$ cat src/gpr_pkg.sv
package gpr_pkg;

  // glyph geometry
  localparam int GLYPH_WIDTH  = 5;
  localparam int GLYPH_HEIGHT = 7;
  localparam int GLYPH_BITS   = GLYPH_WIDTH * GLYPH_HEIGHT;
  localparam int NUM_GLYPHS   = 41;
  localparam int COL_W        = $clog2(GLYPH_WIDTH);
  localparam int IDX_W        = $clog2(NUM_GLYPHS);

  // configuration register indexes
  localparam logic CFG_PIXEL_SCALE = 1'b0;
  localparam logic CFG_INK_COLOR   = 1'b1;

  // character codes
  localparam logic [7:0] CH_SPACE  = 8'h20;
  localparam logic [7:0] CH_0      = 8'h30;
  localparam logic [7:0] CH_9      = 8'h39;
  localparam logic [7:0] CH_UA     = 8'h41;
  localparam logic [7:0] CH_UZ     = 8'h5A;
  localparam logic [7:0] CH_LA     = 8'h61;
  localparam logic [7:0] CH_LZ     = 8'h7A;
  localparam logic [7:0] CH_COLON  = 8'h3A;
  localparam logic [7:0] CH_SLASH  = 8'h2F;
  localparam logic [7:0] CH_DASH   = 8'h2D;
  localparam logic [7:0] CH_PERIOD = 8'h2E;

  // glyph rom slots of the punctuation
  localparam logic [IDX_W-1:0] G_SPACE  = IDX_W'(36);
  localparam logic [IDX_W-1:0] G_COLON  = IDX_W'(37);
  localparam logic [IDX_W-1:0] G_SLASH  = IDX_W'(38);
  localparam logic [IDX_W-1:0] G_DASH   = IDX_W'(39);
  localparam logic [IDX_W-1:0] G_PERIOD = IDX_W'(40);
  localparam logic [IDX_W-1:0] G_ALPHA  = IDX_W'(10);

  // whole glyph, row 0 in the top bits, leftmost column first
  typedef logic [GLYPH_BITS-1:0] glyph_t;

  // controller to datapath
  typedef struct packed {
    logic load;
    logic step;
  } gpr_cmd_t;

  // datapath to controller
  typedef struct packed {
    logic bits_empty;
    logic out_free;
  } gpr_status_t;

  localparam glyph_t FONT_ROM [NUM_GLYPHS] = '{
    {5'h0E,5'h11,5'h13,5'h15,5'h19,5'h11,5'h0E},
    {5'h04,5'h0C,5'h04,5'h04,5'h04,5'h04,5'h0E},
    {5'h0E,5'h11,5'h01,5'h02,5'h04,5'h08,5'h1F},
    {5'h1F,5'h01,5'h02,5'h06,5'h01,5'h11,5'h0E},
    {5'h02,5'h06,5'h0A,5'h12,5'h1F,5'h02,5'h02},
    {5'h1F,5'h10,5'h1E,5'h01,5'h01,5'h11,5'h0E},
    {5'h0E,5'h10,5'h10,5'h1E,5'h11,5'h11,5'h0E},
    {5'h1F,5'h01,5'h02,5'h04,5'h08,5'h08,5'h08},
    {5'h0E,5'h11,5'h11,5'h0E,5'h11,5'h11,5'h0E},
    {5'h0E,5'h11,5'h11,5'h0F,5'h01,5'h01,5'h0E},
    {5'h0E,5'h11,5'h11,5'h1F,5'h11,5'h11,5'h11},
    {5'h1E,5'h11,5'h11,5'h1E,5'h11,5'h11,5'h1E},
    {5'h0E,5'h11,5'h10,5'h10,5'h10,5'h11,5'h0E},
    {5'h1E,5'h11,5'h11,5'h11,5'h11,5'h11,5'h1E},
    {5'h1F,5'h10,5'h10,5'h1E,5'h10,5'h10,5'h1F},
    {5'h1F,5'h10,5'h10,5'h1E,5'h10,5'h10,5'h10},
    {5'h0E,5'h11,5'h10,5'h17,5'h11,5'h11,5'h0E},
    {5'h11,5'h11,5'h11,5'h1F,5'h11,5'h11,5'h11},
    {5'h0E,5'h04,5'h04,5'h04,5'h04,5'h04,5'h0E},
    {5'h07,5'h02,5'h02,5'h02,5'h02,5'h12,5'h0C},
    {5'h11,5'h12,5'h14,5'h18,5'h14,5'h12,5'h11},
    {5'h10,5'h10,5'h10,5'h10,5'h10,5'h10,5'h1F},
    {5'h11,5'h1B,5'h15,5'h15,5'h11,5'h11,5'h11},
    {5'h11,5'h19,5'h15,5'h15,5'h13,5'h11,5'h11},
    {5'h0E,5'h11,5'h11,5'h11,5'h11,5'h11,5'h0E},
    {5'h1E,5'h11,5'h11,5'h1E,5'h10,5'h10,5'h10},
    {5'h0E,5'h11,5'h11,5'h11,5'h15,5'h12,5'h0D},
    {5'h1E,5'h11,5'h11,5'h1E,5'h14,5'h12,5'h11},
    {5'h0F,5'h10,5'h10,5'h0E,5'h01,5'h01,5'h1E},
    {5'h1F,5'h04,5'h04,5'h04,5'h04,5'h04,5'h04},
    {5'h11,5'h11,5'h11,5'h11,5'h11,5'h11,5'h0E},
    {5'h11,5'h11,5'h11,5'h11,5'h11,5'h0A,5'h04},
    {5'h11,5'h11,5'h11,5'h15,5'h15,5'h1B,5'h11},
    {5'h11,5'h11,5'h0A,5'h04,5'h0A,5'h11,5'h11},
    {5'h11,5'h11,5'h0A,5'h04,5'h04,5'h04,5'h04},
    {5'h1F,5'h01,5'h02,5'h04,5'h08,5'h10,5'h1F},
    {5'h00,5'h00,5'h00,5'h00,5'h00,5'h00,5'h00},
    {5'h00,5'h04,5'h04,5'h00,5'h04,5'h04,5'h00},
    {5'h01,5'h01,5'h02,5'h04,5'h08,5'h10,5'h10},
    {5'h00,5'h00,5'h00,5'h1F,5'h00,5'h00,5'h00},
    {5'h00,5'h00,5'h00,5'h00,5'h00,5'h06,5'h06}
  };

  // bitmap for a character code, all zero when the code has no glyph
  function automatic glyph_t glyph_lookup(input logic [7:0] code);
    logic [IDX_W-1:0] idx;
    logic             hit;
    idx = '0;
    hit = 1'b1;
    if (code >= CH_0 && code <= CH_9) begin
      idx = IDX_W'(code - CH_0);
    end else if (code >= CH_UA && code <= CH_UZ) begin
      idx = G_ALPHA + IDX_W'(code - CH_UA);
    end else if (code >= CH_LA && code <= CH_LZ) begin
      idx = G_ALPHA + IDX_W'(code - CH_LA);
    end else begin
      case (code)
        CH_SPACE:  idx = G_SPACE;
        CH_COLON:  idx = G_COLON;
        CH_SLASH:  idx = G_SLASH;
        CH_DASH:   idx = G_DASH;
        CH_PERIOD: idx = G_PERIOD;
        default:   hit = 1'b0;
      endcase
    end
    return hit ? FONT_ROM[idx] : '0;
  endfunction

endpackage

$ cat src/gpr_ctrl.sv
module gpr_ctrl (
  input  logic                clk,
  input  logic                rst_n,
  input  logic                in_valid,
  output logic                in_stall,
  input  gpr_pkg::gpr_status_t status,
  output gpr_pkg::gpr_cmd_t    cmd
);
  import gpr_pkg::*;

  localparam logic ST_IDLE = 1'b0;
  localparam logic ST_SCAN = 1'b1;

  logic state_r;
  logic state_nxt;

  // take a request only when no glyph is being scanned
  assign in_stall  = (state_r != ST_IDLE);
  assign cmd.load  = (state_r == ST_IDLE) && in_valid;
  assign cmd.step  = (state_r == ST_SCAN) && !status.bits_empty && status.out_free;

  // next state
  always_comb begin
    state_nxt = state_r;
    case (state_r)
      ST_IDLE: begin
        if (in_valid) state_nxt = ST_SCAN;
      end
      ST_SCAN: begin
        if (status.bits_empty) state_nxt = ST_IDLE;
      end
      default: state_nxt = ST_IDLE;
    endcase
  end

  always_ff @(posedge clk) begin
    if (!rst_n) begin
      state_r <= ST_IDLE;
    end else begin
      state_r <= state_nxt;
    end
  end

endmodule

$ cat src/gpr_datapath.sv
module gpr_datapath (
  input  logic                clk,
  input  logic                rst_n,
  input  gpr_pkg::gpr_cmd_t    cmd,
  output gpr_pkg::gpr_status_t status,
  input  logic                cfg_wr_en,
  input  logic                cfg_index,
  input  logic [15:0]         cfg_data,
  input  logic [7:0]          in_char_code,
  input  logic signed [15:0]  in_origin_x,
  input  logic signed [15:0]  in_origin_y,
  output logic                out_valid,
  input  logic                out_stall,
  output logic signed [15:0]  out_rect_x,
  output logic signed [15:0]  out_rect_y,
  output logic [7:0]          out_rect_size,
  output logic [15:0]         out_rect_color,
  output logic                out_last_square
);
  import gpr_pkg::*;

  logic [7:0]       scale_r;
  logic [15:0]      color_r;
  glyph_t           bits_r,  bits_nxt;
  logic [COL_W-1:0] col_r,   col_nxt;
  logic [15:0]      ox_r;
  logic [15:0]      x_r,     x_nxt;
  logic [15:0]      y_r,     y_nxt;
  logic             ovld_r,  ovld_nxt;
  logic [15:0]      ox_out_r, oy_out_r;
  logic             olast_r;
  logic [15:0]      scale_ext;
  logic             lit;

  assign scale_ext = {8'd0, scale_r};
  assign lit       = bits_r[GLYPH_BITS-1];

  assign status.bits_empty = (bits_r == '0);
  assign status.out_free   = !ovld_r || !out_stall;

  // configuration registers
  always_ff @(posedge clk) begin
    if (!rst_n) begin
      scale_r <= 8'd1;
      color_r <= 16'hFFFF;
    end else if (cfg_wr_en) begin
      case (cfg_index)
        CFG_PIXEL_SCALE: scale_r <= cfg_data[7:0];
        CFG_INK_COLOR:   color_r <= cfg_data;
        default:         ;
      endcase
    end
  end

  // glyph shift register and pixel position walk
  always_comb begin
    bits_nxt = bits_r;
    col_nxt  = col_r;
    x_nxt    = x_r;
    y_nxt    = y_r;
    if (cmd.load) begin
      bits_nxt = (scale_r == 8'd0) ? '0 : glyph_lookup(in_char_code);
      col_nxt  = '0;
      x_nxt    = in_origin_x;
      y_nxt    = in_origin_y;
    end else if (cmd.step) begin
      bits_nxt = {bits_r[GLYPH_BITS-2:0], 1'b0};
      if (col_r == COL_W'(GLYPH_WIDTH - 1)) begin
        col_nxt = '0;
        x_nxt   = ox_r;
        y_nxt   = y_r + scale_ext;
      end else begin
        col_nxt = col_r + COL_W'(1);
        x_nxt   = x_r + scale_ext;
      end
    end
  end

  always_ff @(posedge clk) begin
    if (!rst_n) begin
      bits_r <= '0;
    end else begin
      bits_r <= bits_nxt;
    end
  end

  always_ff @(posedge clk) begin
    col_r <= col_nxt;
    x_r   <= x_nxt;
    y_r   <= y_nxt;
    if (cmd.load) ox_r <= in_origin_x;
  end

  // output register
  always_comb begin
    ovld_nxt = ovld_r;
    if (cmd.step && lit) begin
      ovld_nxt = 1'b1;
    end else if (!out_stall) begin
      ovld_nxt = 1'b0;
    end
  end

  always_ff @(posedge clk) begin
    if (!rst_n) begin
      ovld_r <= 1'b0;
    end else begin
      ovld_r <= ovld_nxt;
    end
  end

  always_ff @(posedge clk) begin
    if (cmd.step && lit) begin
      ox_out_r <= x_r;
      oy_out_r <= y_r;
      olast_r  <= (bits_r[GLYPH_BITS-2:0] == '0);
    end
  end

  assign out_valid       = ovld_r;
  assign out_rect_x      = ox_out_r;
  assign out_rect_y      = oy_out_r;
  assign out_rect_size   = scale_r;
  assign out_rect_color  = color_r;
  assign out_last_square = olast_r;

endmodule

$ cat src/glyph_pixel_rasterizer_top.sv
// channel  | direction | handshake         | payload
// in       | input     | in_valid/in_stall | char_code, origin_x, origin_y
// out      | output    | out_valid/out_stall | rect_x, rect_y, rect_size, rect_color, last_square
// cfg      | input     | cfg_wr_en         | cfg_index, cfg_data
//
// a character walks up to 35 glyph cells, one cell a cycle, and the walk ends
// at the last lit cell; a request is accepted in idle, walked in the scan
// state and followed by a return to idle, also when nothing is drawn
// one square leaves per cycle through a single output register; a square held
// by a stalled output holds the walk
// a new request is taken once the walk of the previous one has finished
// reset (rst_n low, synchronous) sets scale 1 and colour 0xffff
module glyph_pixel_rasterizer_top (
  input  logic               clk,
  input  logic               rst_n,
  input  logic               in_valid,
  output logic               in_stall,
  input  logic [7:0]         in_char_code,
  input  logic signed [15:0] in_origin_x,
  input  logic signed [15:0] in_origin_y,
  output logic               out_valid,
  input  logic               out_stall,
  output logic signed [15:0] out_rect_x,
  output logic signed [15:0] out_rect_y,
  output logic [7:0]         out_rect_size,
  output logic [15:0]        out_rect_color,
  output logic               out_last_square,
  input  logic               cfg_wr_en,
  input  logic               cfg_index,
  input  logic [15:0]        cfg_data
);
  import gpr_pkg::*;

  gpr_cmd_t    cmd;
  gpr_status_t status;

  // sequencer
  gpr_ctrl u_ctrl (
    .clk      (clk),
    .rst_n    (rst_n),
    .in_valid (in_valid),
    .in_stall (in_stall),
    .status   (status),
    .cmd      (cmd)
  );

  // glyph walk and output stage
  gpr_datapath u_dp (
    .clk             (clk),
    .rst_n           (rst_n),
    .cmd             (cmd),
    .status          (status),
    .cfg_wr_en       (cfg_wr_en),
    .cfg_index       (cfg_index),
    .cfg_data        (cfg_data),
    .in_char_code    (in_char_code),
    .in_origin_x     (in_origin_x),
    .in_origin_y     (in_origin_y),
    .out_valid       (out_valid),
    .out_stall       (out_stall),
    .out_rect_x      (out_rect_x),
    .out_rect_y      (out_rect_y),
    .out_rect_size   (out_rect_size),
    .out_rect_color  (out_rect_color),
    .out_last_square (out_last_square)
  );

endmodule

$ cat config.mk
export PLATFORM = sky130hd
export DESIGN_NAME = glyph_pixel_rasterizer_top
export DESIGN_NICKNAME = d
export VERILOG_FILES = /design/src/gpr_pkg.sv /design/src/gpr_ctrl.sv /design/src/gpr_datapath.sv /design/src/glyph_pixel_rasterizer_top.sv
export SDC_FILE = /design/constraint.sdc
export NUM_CORES = 1
export LEC_CHECK = 0
export BUFFER_PORTS_ARGS = -buffer_cell sky130_fd_sc_hd__buf_4
export CAP_MARGIN = 10
export CORE_MARGIN = 2
export CORE_UTILIZATION = 40
export CTS_CLUSTER_SIZE = 12
export DETAILED_ROUTE_END_ITERATION = 12
export GPL_TIMING_DRIVEN = 0
export PLACE_DENSITY = 0.59
export SYNTH_ARGS = -nofsm -noshare
export SYNTH_HDL_FRONTEND = slang
export SYNTH_SLANG_ARGS = --single-unit
$ cat constraint.sdc
create_clock -name clk -period 4.9 [get_ports clk]
set_input_delay 0.98 -clock clk [delete_from_list [all_inputs] [get_ports clk]]
set_output_delay 0.98 -clock clk [all_outputs]
set_load 0.01 [all_outputs]
# ---- Word-level counts from Yosys, hierarchy flattened
# Memories as Yosys holds them, arrays and structs flattened.
# Index checks and enable logic that the tools add are counted.
# W data, S select, Z words.
dict set report op_classes {
  n_reduce_logical 20
  bitwise 3
  n_addsub 8
  n_mux 28
  n_eq_ne 7
  order_cmp 7
}
# cell n
set op_table {}
lappend op_table {{$mux W35} 6}
lappend op_table {{$mux W16} 6}
lappend op_table {{$eq A8 B6 Y1 const B} 5}
lappend op_table {{$logic_not A35 Y1} 1}
lappend op_table {{$logic_not A34 Y1} 1}
lappend op_table {{$add A16 B8 Y16} 2}
lappend op_table {{$pmux W6 S5} 1}
lappend op_table {{$mux W6} 4}
lappend op_table {{$ge A8 B7 Y1 const B} 2}
lappend op_table {{$le A8 B7 Y1 const B} 2}
lappend op_table {{$add A4 B6 Y6 const A} 2}
lappend op_table {{$sub A6 B6 Y6 const B} 2}
lappend op_table {{$mux W1} 9}
lappend op_table {{$ge A8 B6 Y1 const B} 1}
lappend op_table {{$le A8 B6 Y1 const B} 1}
lappend op_table {{$logic_not A8 Y1} 1}
lappend op_table {{$ge A7 B7 Y1 const B} 1}
lappend op_table {{$logic_and A1 B1 Y1} 7}
lappend op_table {{$not A6 Y7} 1}
lappend op_table {{$reduce_and A2 Y1} 3}
lappend op_table {{$sub A6 B1 Y6 const B} 1}
lappend op_table {{$reduce_or A5 Y1} 1}
lappend op_table {{$reduce_bool A2 Y1} 2}
lappend op_table {{$add A3 B1 Y3 const B} 1}
lappend op_table {{7 further kinds} 10}
dict set report totals {
  ff_bits 145
  rom_bits 2240
  word_cells 86
  out_inout_bits 59
  memories 1
  input_bits 62
}
# name words width rd rd_clocked_by_memory_dff write_ports line
set mem_list {}
lappend mem_list {{(name not given)} 64 35 1 0 0 gpr_pkg.sv:117} ;# return hit ? FONT_ROM[idx] : '0;

# ---- Depth between registers and ports, before layout
dict set report logic_depth {
  word_depth 13
  mapped_depth 16
  depth_no_buf 14
}

# ---- Cells and area by module
# A second synthesis with hierarchy kept.
dict set report hier_totals {
  cells_unflattened 981
  area_unflattened_um2 8937.3
}
# mod seq_area_each_um2 cells_per_inst instances area_per_inst_um2
set by_module_without_submodules {}
lappend by_module_without_submodules {gpr_datapath 3693.5 974 1 8874.8}
lappend by_module_without_submodules {gpr_ctrl 20.0 7 1 62.6}

# ---- Worst setup path after synthesis
# OpenSTA, ideal clock, no wires.
dict set report synth_path {
  path_type {input port to flip-flop}
  startpoint {in in_char_code[1]}
  endpoint {reg u_dp.bits_r[2]}
  slack_ns 0.920
  path_stages 15
  arrival_ns 3.906
  n_path_buf 1
  path_cell_list {inv_1 ha_1 nor4b_2 or3b_1 a21o_1 nand2_1 a21bo_2 inv_1 ha_1 clkbuf_1 inv_1 mux2i_1 o22ai_1 or4b_1 a31oi_1}
}
dict set report synth_via {
  elab_chain_len 13
  word_cells_on_any_way 37
}
# element line
set synth_lines {}
lappend synth_lines {{start: declaration} glyph_pixel_rasterizer_top.sv:18} ;# input logic [7:0] in_char_code,
lappend synth_lines {{$sub A6 B6 Y6, or another cell as far along} gpr_pkg.sv:106} ;# idx = G_ALPHA + IDX_W'(code - CH_LA);
lappend synth_lines {{$add A4 B6 Y6, or another cell as far along} gpr_pkg.sv:106}
lappend synth_lines {{$mux W6} gpr_pkg.sv:105} ;# end else if (code >= CH_LA && code <= CH_LZ) begin
lappend synth_lines {{$mux W6} gpr_pkg.sv:103} ;# end else if (code >= CH_UA && code <= CH_UZ) begin
lappend synth_lines {{$mux W6} gpr_pkg.sv:101} ;# if (code >= CH_0 && code <= CH_9) begin
lappend synth_lines {{$mux W6} gpr_datapath.sv:61} ;# if (cmd.load) begin
lappend synth_lines {{$not A6 Y7 (implied by the code)} gpr_pkg.sv:117}
lappend synth_lines {{$mem_v2 Z64 W35} --}
lappend synth_lines {{$mux W35 (implied by the code) (2 in a row)} gpr_pkg.sv:117}
lappend synth_lines {{$mux W35 (*)} gpr_pkg.sv:117}
lappend synth_lines {{$mux W35 (*)} gpr_datapath.sv:62} ;# bits_nxt = (scale_r == 8'd0) ? '0 : glyph_lookup(in_char_code);
lappend synth_lines {{$mux W35 (*)} gpr_datapath.sv:61}
lappend synth_lines {{end signal: assignment} gpr_datapath.sv:83} ;# bits_r <= bits_nxt;
lappend synth_lines {{end: declaration} gpr_datapath.sv:24} ;# glyph_t bits_r, bits_nxt;
# Every way passes the cells marked *; elsewhere a longest branch is shown, timed or not. The select of a mux whose other input is x is not followed.
# A chain may end at the register's enable or synchronous reset.

# ---- Worst setup path after layout
dict set report layout_path {
  startpoint {in in_char_code[4]}
  endpoint {reg u_dp.bits_r[2]}
}
# The elaborated chain is that of the path after synthesis.

==> impl_metrics.tcl <==
set metrics [dict create \
    power.density_nw_per_um2 343 \
    max-vdd-ir-drop_mv 0.256 \
    fin_crit_sh 0.955 \
    synth_cell_types 78 \
    rr_worst_depth 7 \
    dieArea_um2 22600 \
    start_kind "input pin" \
    synth_edf_count 81 \
    numCtsBuffers 17 \
    worstPathMaxFanout 13 \
    clockRootBuffer "clkbuf_16" \
    grt_pass1_wl_um 44000 \
    skew_ns 0.0101 \
    status "finished, final reports clean" \
    first_pass_iters 6 \
    fp-row-count 53 \
    die_h_um 150 \
    syn_nets 1080 \
    ys_warn_count 0 \
    place.gp.congestion 0.943 \
    drtIter0Drc 813 \
    multi_input_area_um2 4440 \
    worstReg2RegStart "u_ctrl.in_stall$_SDFF_PN0_" \
    diodes 0 \
    whs_ns 0.452 \
    clock-sinks 145 \
    die_w_um 150 \
    finalSetupViolCount 0 \
    worstPathRequired_ns 5.26 \
    drive_gt1_frac 0.167 \
    max_slew.worst_pin.slew_ns 0.836 \
    seqCellArea_um2 3710 \
    synthFlopType "edfxtp_1" \
    viasPerCell 5.89 \
    drc_errors 0 \
    r2r_slack_ns 1.85 \
    yosys.area.top_type "edfxtp_1" \
    ys_ff_latch 145 \
    core_um2 21000 \
    slew_violations 0 \
    maxCapViolCount 0 \
    cts_tree "built" \
    final_nets 1218 \
    clk_path_buf_depth 2 \
    netlist.area_leader.share 0.284 \
    clock_latency_ns 0.43 \
    synth_area_per_cell_um2 8.78 \
    hold_viol 0 \
    grt_max_degree 35 \
    cp.arrival_ns 5.04 \
    grt.total_usage 0.255 \
    cts.clk_slew.worst_paths_ns 0.06 \
    post_drt_wl_per_cell_um 20.6 \
    ant_nets 0 \
    ctsHoldBuffers 0 \
    io_pins 121 \
    critPathLaunch "in_char_code[4]" \
    synthTopCellsByArea "edfxtp_1, dfxtp_1, nand2_1, ha_1, o21ai_0" \
    port-buffer-count 119 \
    hold_path_class "flop to flop" \
    fin_cells 1400 \
    grt_overflow_total 0 \
    nFillCells 2048 \
    grt_antenna_before_repair 0 \
    rsz0062_at_grt "no" \
    syn_area_um2 8550 \
    finalWirelength_um 28900 \
    dp_cells 1369 \
    seq_area_frac_synth 0.434 \
    yosysMostFrequentCell "nand2_1" \
    r2r_end "u_dp.bits_r[0]$_SDFFE_PN0P_" \
    start_util 0.407 \
    vias 8241 \
    syn-instance-count 974 \
    grt_pass1_vias 7572 \
    leakagePower_nw 4.08 \
    crit_end "u_dp.bits_r[2]$_SDFFE_PN0P_" \
    max_freq_ghz 0.214 \
    htreeDepth 4 \
    max_slew_margin 0.443 \
    end_kind "flop" \
    synthArstFlopShare 0 \
    path_class "input pin to flop" \
    min_period_ns 4.68 \
    synth_common_cells "nand2_1, o21ai_0, edfxtp_1, nor2_1, a21oi_1" \
    hpwlAfterDp_um 21500 \
    area_growth_syn_to_layout_pct 21.7 \
]
==> cells by family (layout without fill, tap and decap cells) <==
logic type                 Yosys count  in the layout  synth area share
xor gates and xnor gates            24             24            0.0246
buffers and inverters               95            246            0.0474
and+or+nand+nor                    349            349             0.186
AOI/OAI and AO/OA                  307            307             0.229
muxes                               10             10            0.0118
adders and majority gates           44             44            0.0661
DFF                                145            145             0.434
==> what timing repair did <==
action                                  4_1_cts  5_1_grt
buffers inserted                              0        0
resized for setup                             0        1
endpoints found under the setup margin        0        1
==> through the flow <==
| step | setup TNS [ns] | instance area, um^2 | utilization | total power (W) | worst slack (ns) |
|---|---|---|---|---|---|
| detailed placement | -0.303 | 9810 | 0.467 | 0.00227 | -0.282 |
| CTS | 0 | 10400 | 0.495 | 0.00357 | 0.162 |
| finish | 0 | 10400 | 0.495 | 0.00357 | 0.220 |
| global placement | -0.994 | 9790 | 0.466 | 0.00227 | -0.326 |
| global route | 0 | 10400 | 0.495 | 0.00373 | 0.0356 |
| floorplan | 0 | 8550 | - | 0.00199 | 0.920 |
==> layout by cell type (no fill, tap or decap), drive strengths merged, types with 34 or more instances in the layout <==
master  synthesis  routed
ha             42      42
nand3          34      34
nand2         145     145
a21oi          72      72
inv            30      38
o21ai          99      99
buf            20     140
dfxtp          64      64
edfxtp         81      81
clkbuf         45      65
nor2           81      81
==> power breakdown <==
group | internal, W | switching (W) | leakage, nW
Combinational | 0.000295 | 0.000482 | 2.50
Sequential | 0.00142 | 0.0000752 | 1.29
Clock | 0.000760 | 0.000544 | 0.302
==> worst min path at each step <==
stage,from,to,slack (ns),cells after the start
2_1_floorplan,u_dp.x_r[0]$_DFFE_PP_,u_dp.out_rect_x[0]$_DFFE_PP_,0.43,0
4_1_cts,u_dp.x_r[2]$_DFFE_PP_,u_dp.out_rect_x[2]$_DFFE_PP_,0.45,0
3_5_place_dp,u_dp.x_r[2]$_DFFE_PP_,u_dp.out_rect_x[2]$_DFFE_PP_,0.44,0
3_3_place_gp,u_dp.x_r[2]$_DFFE_PP_,u_dp.out_rect_x[2]$_DFFE_PP_,0.44,0
5_1_grt,u_dp.y_r[5]$_DFFE_PP_,u_dp.out_rect_y[5]$_DFFE_PP_,0.47,0
6_report,u_dp.x_r[2]$_DFFE_PP_,u_dp.out_rect_x[2]$_DFFE_PP_,0.45,0
==> worst max-delay path, cell delays in order <==
cell and delay (ns):
buf_4 0.14, inv_1 0.19, ha_1 0.33, or3b_1 0.41, a21o_1 0.28, a21oi_1 0.18, a211o_1 0.43, inv_2 0.13
buf_2 0.26, ha_1 0.38, and3_1 0.29, a21oi_1 0.18, o22ai_1 0.13, or4b_1 0.57, a31oi_1 0.15
==> state kept, by name, indices dropped and copies added, names as in the netlist <==
signal	cells
u_dp.bits_r	35
u_dp.out_rect_color	16
u_dp.out_rect_x	16
u_dp.out_rect_y	16
u_dp.ox_r	16
u_dp.x_r	16
u_dp.y_r	16
u_dp.out_rect_size	8
u_dp.col_r	3
u_ctrl.in_stall	1
u_dp.out_last_square	1
u_dp.out_valid	1
==> final cells by class <==
class                   instances  share of cell area
flip-flops and latches        145               0.357
plain buffers                  64              0.0278
clock buffers                  21              0.0494
inverters                      30              0.0111
multi-input cells             734               0.427
repair buffers                120              0.0873
well taps                     275              0.0331
clock inverters                11             0.00781
==> per-layer routing <==
| metal | up-vias | GRT usage | part of all wire |
|---|---|---|---|
| met1 | 3893 | 0.350 | 0.44 |
| met4 | 0 | 0.102 | 0.033 |
| li1 | 3857 | - | - |
| met2 | 410 | 0.400 | 0.45 |
| met3 | 81 | 0.0458 | 0.083 |
| met5 | - | 0 | 0 |
No activity file was read; power rests on OpenSTA's default activity.
